## config.mk

```make
export PLATFORM = sky130hd
export DESIGN_NAME = ism_ctrl
export DESIGN_NICKNAME = d
export VERILOG_FILES = /design/src/rtl/core/ism_pkg.sv /design/src/rtl/core/ism_ctrl.sv
export SDC_FILE = /design/constraint.sdc
export NUM_CORES = 1
export LEC_CHECK = 0
export BUFFER_PORTS_ARGS = -buffer_cell sky130_fd_sc_hd__clkbuf_2
export CAP_MARGIN = 20
export CORE_AREA = 2 2 39 41
export CTS_CLUSTER_DIAMETER = 60
export DETAILED_ROUTE_END_ITERATION = 10
export DIE_AREA = 0 0 41 43
export SLEW_MARGIN = 20
export SYNTH_ARGS = -nofsm -noshare
export SYNTH_HDL_FRONTEND = slang
export SYNTH_SLANG_ARGS = --single-unit
```

## constraint.sdc

```tcl
create_clock -name i_clk -period 1.7 [get_ports i_clk]
set_input_delay 0.255 -clock i_clk [delete_from_list [all_inputs] [get_ports i_clk]]
set_output_delay 0.255 -clock i_clk [all_outputs]
set_load 0.03 [all_outputs]
```

## src/rtl/core/ism_pkg.sv

```systemverilog
// ----------------------------------------------------------------------------
// ism_pkg
// Shared types, codes and defaults for the interval set merge/lookup block.
// ----------------------------------------------------------------------------
package ism_pkg;

    // default sizes
    localparam int CAPACITY_DEF    = 64;
    localparam int VALUE_WIDTH_DEF = 32;

    // result status codes
    localparam logic [1:0] ST_OK        = 2'd0;
    localparam logic [1:0] ST_NOT_FOUND = 2'd1;
    localparam logic [1:0] ST_FULL      = 2'd2;

    // command codes
    localparam logic CMD_INSERT = 1'b0;
    localparam logic CMD_FIND   = 1'b1;

    // configuration register indexes
    localparam logic [1:0] CFG_LEFT  = 2'd0;
    localparam logic [1:0] CFG_RIGHT = 2'd1;

    // datapath operations
    localparam logic [2:0] OP_NONE   = 3'd0;
    localparam logic [2:0] OP_LOAD   = 3'd1;
    localparam logic [2:0] OP_SCAN_P = 3'd2;
    localparam logic [2:0] OP_SCAN_J = 3'd3;
    localparam logic [2:0] OP_SCAN_I = 3'd4;
    localparam logic [2:0] OP_COPY   = 3'd5;
    localparam logic [2:0] OP_FIND   = 3'd6;

    typedef struct packed {
        logic        command;
        logic [31:0] interval_start;
        logic [31:0] interval_end;
        logic [31:0] query_point;
    } t_in_word;

    typedef struct packed {
        logic [1:0]  status;
        logic [31:0] result_start;
        logic [31:0] result_end;
    } t_out_word;

    typedef struct packed {
        logic [2:0] op;
    } t_dp_cmd;

    typedef struct packed {
        logic cont;
    } t_dp_stat;

endpackage

```

## src/rtl/core/ism_ctrl.sv

```systemverilog
// ----------------------------------------------------------------------------
// ism_ctrl
// Sequencer: walks the scan, merge and copy phases of an insert, or the find scan, and issues datapath ops.
// ----------------------------------------------------------------------------
module ism_ctrl (
    input  logic              i_clk,
    input  logic              i_rst_n,
    input  logic              start,
    input  logic              i_command,
    input  ism_pkg::t_dp_stat i_stat,
    output ism_pkg::t_dp_cmd  o_cmd,
    output logic              busy
);

    localparam logic [2:0] S_IDLE = 3'd0;
    localparam logic [2:0] S_P    = 3'd1;
    localparam logic [2:0] S_J    = 3'd2;
    localparam logic [2:0] S_I    = 3'd3;
    localparam logic [2:0] S_C    = 3'd4;
    localparam logic [2:0] S_F    = 3'd5;

    logic [2:0] r_state;
    logic [2:0] n_state;

    // next state and op decode
    always_comb begin
        n_state  = r_state;
        o_cmd.op = ism_pkg::OP_NONE;
        unique case (r_state)
            S_IDLE: begin
                if (start) begin
                    o_cmd.op = ism_pkg::OP_LOAD;
                    n_state  = (i_command == ism_pkg::CMD_FIND) ? S_F : S_P;
                end
            end
            S_P: begin
                o_cmd.op = ism_pkg::OP_SCAN_P;
                if (!i_stat.cont) n_state = S_J;
            end
            S_J: begin
                o_cmd.op = ism_pkg::OP_SCAN_J;
                if (!i_stat.cont) n_state = S_I;
            end
            S_I: begin
                o_cmd.op = ism_pkg::OP_SCAN_I;
                if (!i_stat.cont) n_state = S_C;
            end
            S_C: begin
                o_cmd.op = ism_pkg::OP_COPY;
                if (!i_stat.cont) n_state = S_IDLE;
            end
            S_F: begin
                o_cmd.op = ism_pkg::OP_FIND;
                if (!i_stat.cont) n_state = S_IDLE;
            end
            default: n_state = S_IDLE;
        endcase
    end

    // state register
    always_ff @(posedge i_clk) begin
        if (!i_rst_n) begin
            r_state <= S_IDLE;
        end else begin
            r_state <= n_state;
        end
    end

    assign busy = (r_state != S_IDLE);

endmodule

```

# Word-level counts from Yosys, hierarchy flattened
# Index checks and enable logic that the tools add are counted.
# classes
eq_ne,10
muxes,9
reduce_logical,4
# ops
operator,count
$mux W3,6
$pmux W3 S6,1
$pmux W3 S5,1
$ne A2 B2 Y1 const B,5
$eq A3 B2 Y1 const B,2
$eq A3 B3 Y1 const B,2
$reduce_and A5 Y1,1
$eq A3 B1 Y1 const B,1
$logic_not A3 Y1,1
$reduce_bool A3 Y1,1
$reduce_or A2 Y1,1
$mux W1,1
# word_totals
elab_cells,24
out_inout_bits,4
regBits,3
in_bits,5

# Logic depth before layout (Yosys ltp)
# Gate-level depths: netlist (run 1).
# depth
ltp_word,4
ltp_mapped,4

# Worst setup path before layout (run 1)
# No wires, ideal clock.
# synth_timing
kind,flip-flop to output port
startpoint,register r_state[1]
endpoint,output port o_cmd[0] (netlist name)
n_path_buf,1
slack_ns,0.161
t_arrival_ns,1.284
path_stages_with_launch,4
path_cell_list,dfxtp_1 > buf_2 > nor3_1 > a211oi_1
# synth_rtl
item,line_no,source
from (decl),ism_ctrl.sv:22,logic [2:0] r_state;
from (signal assigned),ism_ctrl.sv:65,r_state <= n_state;
to (decl),ism_ctrl.sv:11,"output ism_pkg::t_dp_cmd o_cmd,"

==> results of run 1 <==
==> kinds of logic after synthesis <==
kind of cell    after synthesis  synth area share (%)
simple gates                 13                  35.9
compound gates                5                  14.9
flops                         3                  26.5
buf+inv                       3                  9.39
mux                           2                  9.39
xor+xnor                      1                  3.87
==> cell usage after synthesis (all sizes together) <==
| library cell | count | area [um^2] |
|---|---|---|
| o21a | 1 | 7.51 |
| nor4 | 1 | 6.26 |
| nor2b | 1 | 6.26 |
| dfxtp | 3 | 60.1 |
| nor2 | 1 | 3.75 |
| a211oi | 1 | 7.51 |
| or3b | 2 | 17.5 |
| a21oi | 2 | 10.0 |
| mux2i | 1 | 10.0 |
| nor3b | 1 | 7.51 |
| o31a | 1 | 8.76 |
| mux2 | 1 | 11.3 |
| and3b | 2 | 17.5 |
| or3 | 1 | 6.26 |
| buf | 3 | 21.3 |
| xnor2 | 1 | 8.76 |
| nor3 | 1 | 5.00 |
| nand2 | 3 | 11.3 |
==> final timing paths <==
check | start | end | slack (ns)
min reg2reg | r_state[2] | r_state[1] | 0.65
max | r_state[1] | o_cmd[1] | 0.14
max reg2reg | r_state[1] | r_state[0] | 0.48
min | i_rst_n | r_state[0] | 0.26
==> per-layer routing <==
layer	track usage [%]	wire [um]	vias up
met5	0	0	-
met4	6.00	0	0
met3	5.24	45	0
met2	9.06	209	7
met1	8.63	201	106
li1	-	-	117
==> worst max-delay path: stages (launching register included) <==
cell and delay [ns]:
dfxtp_1 0.52, mux2_2 0.37, clkbuf_2 0.18
==> per-stage QoR <==
step	total power, mW	std cells	worst slack [ns]
2_1_floorplan	0.185	27	0.161
3_3_place_gp	0.203	48	0.398
3_5_place_dp	0.204	48	0.377
4_1_cts	0.336	52	0.132
5_1_grt	0.363	52	0.0433
6_report	0.328	52	0.138
==> power breakdown <==
part / total (mW) / switching, mW / leakage [nW] / internal [mW]
Clock: 0.127 / 0.0387 / 0.0150 / 0.0881
Combinational: 0.103 / 0.0600 / 0.0873 / 0.0429
Sequential: 0.0986 / 0.0197 / 0.0247 / 0.0789
==> layout make-up <==
cell class	count	area, um^2
timing repair buffer	8	40.0
fill	157	1090
clock buffer	4	26.3
multi-input combinational	21	145
tap	16	20.0
sequential	3	60.1
==> flow_metrics.env, run 1 <==
export IMPL_start_util_pct=16.4
export IMPL_finalCritPeriodShare_pct=91.9
export IMPL_drc_errors=0
export IMPL_syn_inst=27
export IMPL_largestRegisters="r_state (3)"
export IMPL_die_w_um=41
export IMPL_finalHoldViolations=0
export IMPL_final_common_cell="clkbuf_2"
export IMPL_place_congestion=0.720
export IMPL_areaGrowthSynthToFinish_pct=28.7
export IMPL_drive_gt1_share_pct=33.3
export IMPL_diodes=0
export IMPL_h_tree_depth=1
export IMPL_cts_buffers=3
export IMPL_min_delay_path_depth=2
export IMPL_root_buffer="clkbuf_4"
export IMPL_io_buffers=8
export IMPL_synth_yosys_seq_area_share_pct=26.5
export IMPL_std_cell_rows=14
export IMPL_ir_drop_uv=597
export IMPL_ys_seq_elements=3
export IMPL_cap_violations=0
export IMPL_wl_per_cell_um=8.77
export IMPL_crit_path_start_kind="flip-flop"
export IMPL_cp_required_ns=1.44
export IMPL_worstSetupEndpointType="primary output"
export IMPL_status="completed"
export IMPL_postCtsSetupBuffers=0
export IMPL_maxSlewHeadroom_pct=76.6
export IMPL_syn_area_per_cell_um2=8.39
export IMPL_setup_viol=0
export IMPL_clockBufferDepth=2
export IMPL_ctsResizeCount=0
export IMPL_grt_pass1_vias=219
export IMPL_antenna_found_initial=0
export IMPL_holdWs_ns=0.261
export IMPL_p_leak_nw=0.127
export IMPL_ys_types=19
export IMPL_synth_area_um2=226
export IMPL_fin_crit_ns=1.56
export IMPL_ios=9
export IMPL_nNetsFinal=42
export IMPL_grt_overflow=0
export IMPL_worstMarginPinSlew_ns=0.350
export IMPL_final_cell_area_um2=292
export IMPL_vias=230
export IMPL_slew_viol_final=0
export IMPL_antenna_left=0
export IMPL_crit_type="reg -> out"
export IMPL_finClkSkew_ns=0.00156
export IMPL_cts_sinks=3
export IMPL_reg2regPathDepth=3
export IMPL_fin_tns_setup_ns=0
export IMPL_die_h_um=43
export IMPL_viasPerCell=4.42
export IMPL_yosysWarnings=0
export IMPL_grt_max_degree=13
export IMPL_rsz0062_at_grt="false"
export IMPL_power_density_nw_per_um2=1130
export IMPL_fmax_mhz=640
export IMPL_wirelength_um=456
export IMPL_hp_class="in -> reg"
export IMPL_dieArea_um2=1760
export IMPL_tritoncts="yes"
export IMPL_drtIter0Drc=2
export IMPL_largest_reg_flops=3
export IMPL_clkLatencyLatePin_ns=0.23
export IMPL_grtUsageTotal_pct=7.52
export IMPL_syn_num_nets=32
export IMPL_cts_hold_buf=0
export IMPL_place_area_um2=265
export IMPL_core_area_um2=1380
export IMPL_layout_common_cells="8 x clkbuf_2, 3 x nand2_1, 3 x clkbuf_4, 3 x dfxtp_1"
export IMPL_cp_max_fo=12
export IMPL_arrival_ns=1.31
export IMPL_post_route_util_pct=21.1
export IMPL_dr_pass1_iters=2
export IMPL_clk_pin_slew_ns=0.04
export IMPL_top_register="r_state"
export IMPL_grt_pass1_wl_um=828
(Power assumes the default switching activity.)
==> run 2, diff against run 1 <==
--- a/config.mk
+++ b/config.mk
@@ -5,9 +5,11 @@
 export SDC_FILE = /design/constraint.sdc
 export NUM_CORES = 1
 export LEC_CHECK = 0
+export ABC_AREA = 1
 export BUFFER_PORTS_ARGS = -buffer_cell sky130_fd_sc_hd__clkbuf_2
 export CAP_MARGIN = 20
 export CORE_AREA = 2 2 39 41
+export CTS_BUF_LIST = sky130_fd_sc_hd__clkbuf_8
 export CTS_CLUSTER_DIAMETER = 60
 export DETAILED_ROUTE_END_ITERATION = 10
 export DIE_AREA = 0 0 41 43
==> flow_metrics.env, run 2 <==
export IMPL_wl_per_cell_um=9.10
export IMPL_place_congestion=0.768
export IMPL_io_buffers=8
export IMPL_start_util_pct=20.2
export IMPL_clockBufferDepth=2
export IMPL_synth_area_um2=279
export IMPL_yosysWarnings=0
export IMPL_slew_viol_final=0
export IMPL_netlist_area_leader_share_pct=21.5
export IMPL_clkLatencyLatePin_ns=0.22
export IMPL_power_density_nw_per_um2=2380
export IMPL_areaGrowthSynthToFinish_pct=33.2
export IMPL_fmax_mhz=683
export IMPL_cp_required_ns=1.44
export IMPL_worstSetupEndpointType="primary output"
export IMPL_layout_common_cells="9 x nand2_1, 8 x clkbuf_2, 5 x nand3_1"
export IMPL_grt_overflow=0
export IMPL_die_w_um=41
export IMPL_dr_pass1_iters=4
export IMPL_synth_common_cells="9 x nand2_1, 5 x nand3_1, 4 x a21oi_1"
export IMPL_fin_crit_ns=1.46
export IMPL_tritoncts="yes"
export IMPL_maxSlewHeadroom_pct=73.8
export IMPL_arrival_ns=1.21
export IMPL_ys_types=17
export IMPL_clk_pin_slew_ns=0.03
export IMPL_h_tree_depth=1
export IMPL_ctsResizeCount=0
export IMPL_postCtsSetupBuffers=0
export IMPL_synth_area_leaders="dfxtp_1 22%, nand2_1 12%, nand3_1 9.0%"
export IMPL_hp_class="in -> reg"
export IMPL_setup_viol=0
export IMPL_synth_top_cell_by_area="dfxtp_1"
export IMPL_drc_errors=0
export IMPL_synth_edf_count=0
export IMPL_finalCritPeriodShare_pct=86.1
export IMPL_root_buffer="clkbuf_8"
export IMPL_final_cell_area_um2=372
export IMPL_grt_max_degree=10
export IMPL_wirelength_um=628
export IMPL_synth_yosys_seq_area_share_pct=21.5
export IMPL_antenna_found_initial=0
export IMPL_p_leak_nw=0.188
export IMPL_viasPerCell=4.51
export IMPL_vias=311
export IMPL_largestRegisters="r_state (3)"
export IMPL_diodes=0
export IMPL_drtIter0Drc=10
export IMPL_die_h_um=43
export IMPL_cts_sinks=3
export IMPL_largest_reg_flops=3
export IMPL_yosysMostFrequentCell="nand2_1"
export IMPL_synth_main_ff_cell="dfxtp_1"
export IMPL_ys_seq_elements=3
export IMPL_finalHoldViolations=0
export IMPL_async_flop_share_pct=0
export IMPL_syn_num_nets=48
export IMPL_dieArea_um2=1760
export IMPL_cts_hold_buf=0
export IMPL_ir_drop_uv=622
export IMPL_place_area_um2=327
export IMPL_ios=9
export IMPL_cp_max_fo=9
export IMPL_nNetsFinal=59
export IMPL_crit_path_start_kind="flip-flop"
export IMPL_syn_inst=43
export IMPL_std_cell_rows=14
export IMPL_grt_pass1_vias=274
export IMPL_rsz0062_at_grt="false"
export IMPL_top_register="r_state"
export IMPL_rrSetupSlack_ns=0.57
export IMPL_worstMarginPinSlew_ns=0.392
export IMPL_grtUsageTotal_pct=10.1
export IMPL_crit_type="reg -> out"
export IMPL_grt_pass1_wl_um=1080
export IMPL_cap_violations=0
export IMPL_antenna_left=0
export IMPL_core_area_um2=1380
export IMPL_finClkSkew_ns=0.00310
export IMPL_final_common_cell="nand2_1"
export IMPL_dpl_hpwl_um=482
export IMPL_syn_area_per_cell_um2=6.49
export IMPL_cts_buffers=3
export IMPL_drive_gt1_share_pct=39.6
export IMPL_fin_tns_setup_ns=0
export IMPL_status="completed"
run 2: cell count changes after synthesis, sizes merged, moves of 2 or more:
cell,delta
and3b,-2
inv,+6
nand3,+7
o21ai,+2
or3b,-2
a21oi,+3
nand2,+8
nand4,+3
nor2,+3
run 2: per-stage QoR:
| stage | util [%] | power [mW] | std cells | hold slack (ns) | setup slack [ns] |
|---|---|---|---|---|---|
| after detailed placement | 23.6 | 0.686 | 65 | 0.489 | 0.463 |
| after floorplan | - | 0.590 | 43 | 0.376 | 0.373 |
| after global routing | 26.9 | 0.958 | 69 | 0.265 | 0.133 |
| final | 26.9 | 0.886 | 69 | 0.266 | 0.237 |
| after CTS | 26.9 | 0.893 | 69 | 0.262 | 0.231 |
| after global placement | 23.6 | 0.687 | 65 | 0.494 | 0.453 |
run 2: where the power goes:
group	switching (mW)	leakage (nW)	total (mW)	internal, mW
Combinational	0.341	0.137	0.509	0.168
Clock	0.0506	0.0269	0.205	0.154
Sequential	0.0718	0.0247	0.172	0.100
run 2: cell families after synthesis:
family	synth area share, %
DFF	21.5
AOI/OAI and AO/OA	13.9
and+or+nand+nor	52.0
buffers and inverters	12.6
run 2: final timing paths:
kind	from	end	depth (start not counted)
max reg2reg	r_state[1]	r_state[2]	6
max	r_state[1]	o_cmd[2]	4
min	i_rst_n	r_state[2]	3
min reg2reg	r_state[0]	r_state[0]	2
run 2: layout make-up:
class / count / area, um^2
flip-flops and latches: 3 / 60.1
fillers: 170 / 1010
clock buffers: 3 / 41.3
clock inverters: 1 / 3.75
multi-input cells: 32 / 184
repair buffers: 8 / 40.0
inverters: 6 / 22.5
well taps: 16 / 20.0
run 2: routing by layer:
metal	global-route usage [%]	vias up	share of wire, %
met2	12.5	10	43
met4	14.0	0	7.0
met3	3.14	5	4.9
met5	0	-	0
met1	10.9	133	45
li1	-	163	-
run 2: critical path, stage by stage (launching register included):
cell      delay [ns]
dfxtp_1         0.54
nand2_1         0.13
o21ai_0         0.09
nor2_1          0.05
clkbuf_2        0.18
==> run 3, diff against run 2 <==
--- a/config.mk
+++ b/config.mk
@@ -8,11 +8,12 @@
 export ABC_AREA = 1
 export BUFFER_PORTS_ARGS = -buffer_cell sky130_fd_sc_hd__clkbuf_2
 export CAP_MARGIN = 20
-export CORE_AREA = 2 2 39 41
+export CORE_AREA = 3 3 40 42
 export CTS_BUF_LIST = sky130_fd_sc_hd__clkbuf_8
 export CTS_CLUSTER_DIAMETER = 60
 export DETAILED_ROUTE_END_ITERATION = 10
-export DIE_AREA = 0 0 41 43
+export DIE_AREA = 0 0 43 45
+export RECOVER_POWER = 50
 export SLEW_MARGIN = 20
 export SYNTH_ARGS = -nofsm -noshare
 export SYNTH_HDL_FRONTEND = slang
==> flow_metrics.env, run 3 (same netlist as run 2, synthesis figures left out) <==
export IMPL_status="completed"
export IMPL_crit_slowest_cell="dfxtp_1"
export IMPL_nNetsFinal=59
export IMPL_h_tree_depth=1
export IMPL_crit_chain="inv_2 -> o21ai_1 -> clkbuf_2"
export IMPL_cts_buffers=3
export IMPL_cp_num_buf_inv=2
export IMPL_diodes=0
export IMPL_antenna_found_initial=0
export IMPL_r2r_start="r_state[1]"
export IMPL_hp_start="i_rst_n"
export IMPL_areaGrowthSynthToFinish_pct=31.4
export IMPL_post_route_util_pct=28.5
export IMPL_cp_startpoint="r_state[0]"
export IMPL_critPathMaxStageDelay_ns=0.48
export IMPL_final_common_cell="nand2_1"
export IMPL_vias=325
export IMPL_wl_per_cell_um=10.3
export IMPL_fin_cells=68
export IMPL_power_density_nw_per_um2=2410
export IMPL_drtIter0Drc=11
export IMPL_ios=9
export IMPL_clk_pin_slew_ns=0.03
export IMPL_die_h_um=45
export IMPL_clockBufferDepth=2
export IMPL_tritoncts="yes"
export IMPL_maxSlewHeadroom_pct=75.8
export IMPL_cts_sinks=3
export IMPL_top_register="r_state"
export IMPL_fmax_mhz=689
export IMPL_ctsResizeCount=0
export IMPL_grtUsageTotal_pct=9.06
export IMPL_antenna_left=0
export IMPL_worst_slack_ns=0.248
export IMPL_largest_reg_flops=3
export IMPL_io_buffers=8
export IMPL_ir_drop_uv=620
export IMPL_arrival_ns=1.20
export IMPL_largestRegisters="r_state (3)"
export IMPL_worstMarginPinSlew_ns=0.362
export IMPL_slew_viol_final=0
export IMPL_viasPerCell=4.78
export IMPL_wirelength_um=699
export IMPL_layout_common_cells="9 x nand2_1, 8 x clkbuf_2, 5 x a21oi_1, 5 x inv_1, 5 x nand3_1"
export IMPL_start_util_pct=21.7
export IMPL_crit_type="reg -> out"
export IMPL_grt_overflow=0
export IMPL_crit_path_start_kind="flip-flop"
export IMPL_clkLatencyLatePin_ns=0.21
export IMPL_dpl_hpwl_um=533
export IMPL_crit_family="flip-flops"
export IMPL_setup_viol=0
export IMPL_core_area_um2=1280
export IMPL_dieArea_um2=1940
export IMPL_std_cell_rows=13
export IMPL_n_fill_cell=147
export IMPL_dp_cells=64
export IMPL_p_leak_nw=0.188
export IMPL_finalHoldViolations=0
export IMPL_cts_hold_buf=0
export IMPL_cp_required_ns=1.44
export IMPL_worstSetupEndpointType="primary output"
export IMPL_dr_pass1_iters=4
export IMPL_grt_max_degree=10
export IMPL_grt_pass1_vias=268
export IMPL_place_congestion=0.743
export IMPL_hp_class="in -> reg"
export IMPL_root_buffer="clkbuf_8"
export IMPL_rsz0062_at_grt="false"
export IMPL_cp_max_fo=8
export IMPL_drive_gt1_share_pct=35.8
export IMPL_grt_pass1_wl_um=1230
export IMPL_finalCritPeriodShare_pct=85.4
export IMPL_drc_errors=0
export IMPL_fin_tns_setup_ns=0
export IMPL_place_worst_setup_slack_ns=0.457
export IMPL_finClkSkew_ns=0.00101
export IMPL_cap_violations=0
export IMPL_postCtsSetupBuffers=0
export IMPL_die_w_um=43
export IMPL_fin_crit_ns=1.45
run 3: cell counts in the layout (fill, tap and decap cells not counted):
No cell type changed its count.
run 3: report_power, final:
part / switching [mW] / internal, mW
Clock: 0.0489 / 0.154
Sequential: 0.0703 / 0.100
Combinational: 0.343 / 0.167
Total: 0.462 / 0.421
run 3: through the flow:
| stage | instance area [um^2] | hold slack, ns | total power [mW] |
|---|---|---|---|
| finish | 367 | 0.276 | 0.884 |
| global route | 367 | 0.298 | 0.968 |
| CTS | 370 | 0.273 | 0.897 |
| detailed placement | 325 | 0.495 | 0.689 |
| global placement | 325 | 0.497 | 0.688 |
| floorplan | 279 | 0.376 | 0.590 |
run 3: tightest hold or removal path, cell delays in order:
cell and delay (ns):
clkbuf_2 0.09, nand2_1 0.06, nor2_1 0.03
run 3: cell type report:
cell class                      count  area (um^2)  area share, %
Clock buffer                        3         41.3           11.3
Timing Repair Buffer                8         40.0           10.9
Tap cell                           15         18.8           5.12
Sequential cell                     3         60.1           16.4
Inverter                            6         22.5           6.14
Clock inverter                      1         3.75           1.02
Multi-Input combinational cell     32          180           49.1
run 3: final timing paths:
kind | slack, ns | cells past startpoint | to
worst max-delay path | 0.25 | 3 | o_cmd[1]
worst min-delay path | 0.28 | 3 | r_state[2]
worst max register to register | 0.53 | 6 | r_state[2]
worst min register to register | 0.59 | 2 | r_state[0]
run 3: routing by layer:
metal / GRT usage (%) / share of wire [%] / vias up
met1: 10.3 / 40 / 146
li1: - / - / 166
met5: 0 / 0 / -
met2: 13.2 / 51 / 11
met3: 2.79 / 4.7 / 2
met4: 9.04 / 4.3 / 0
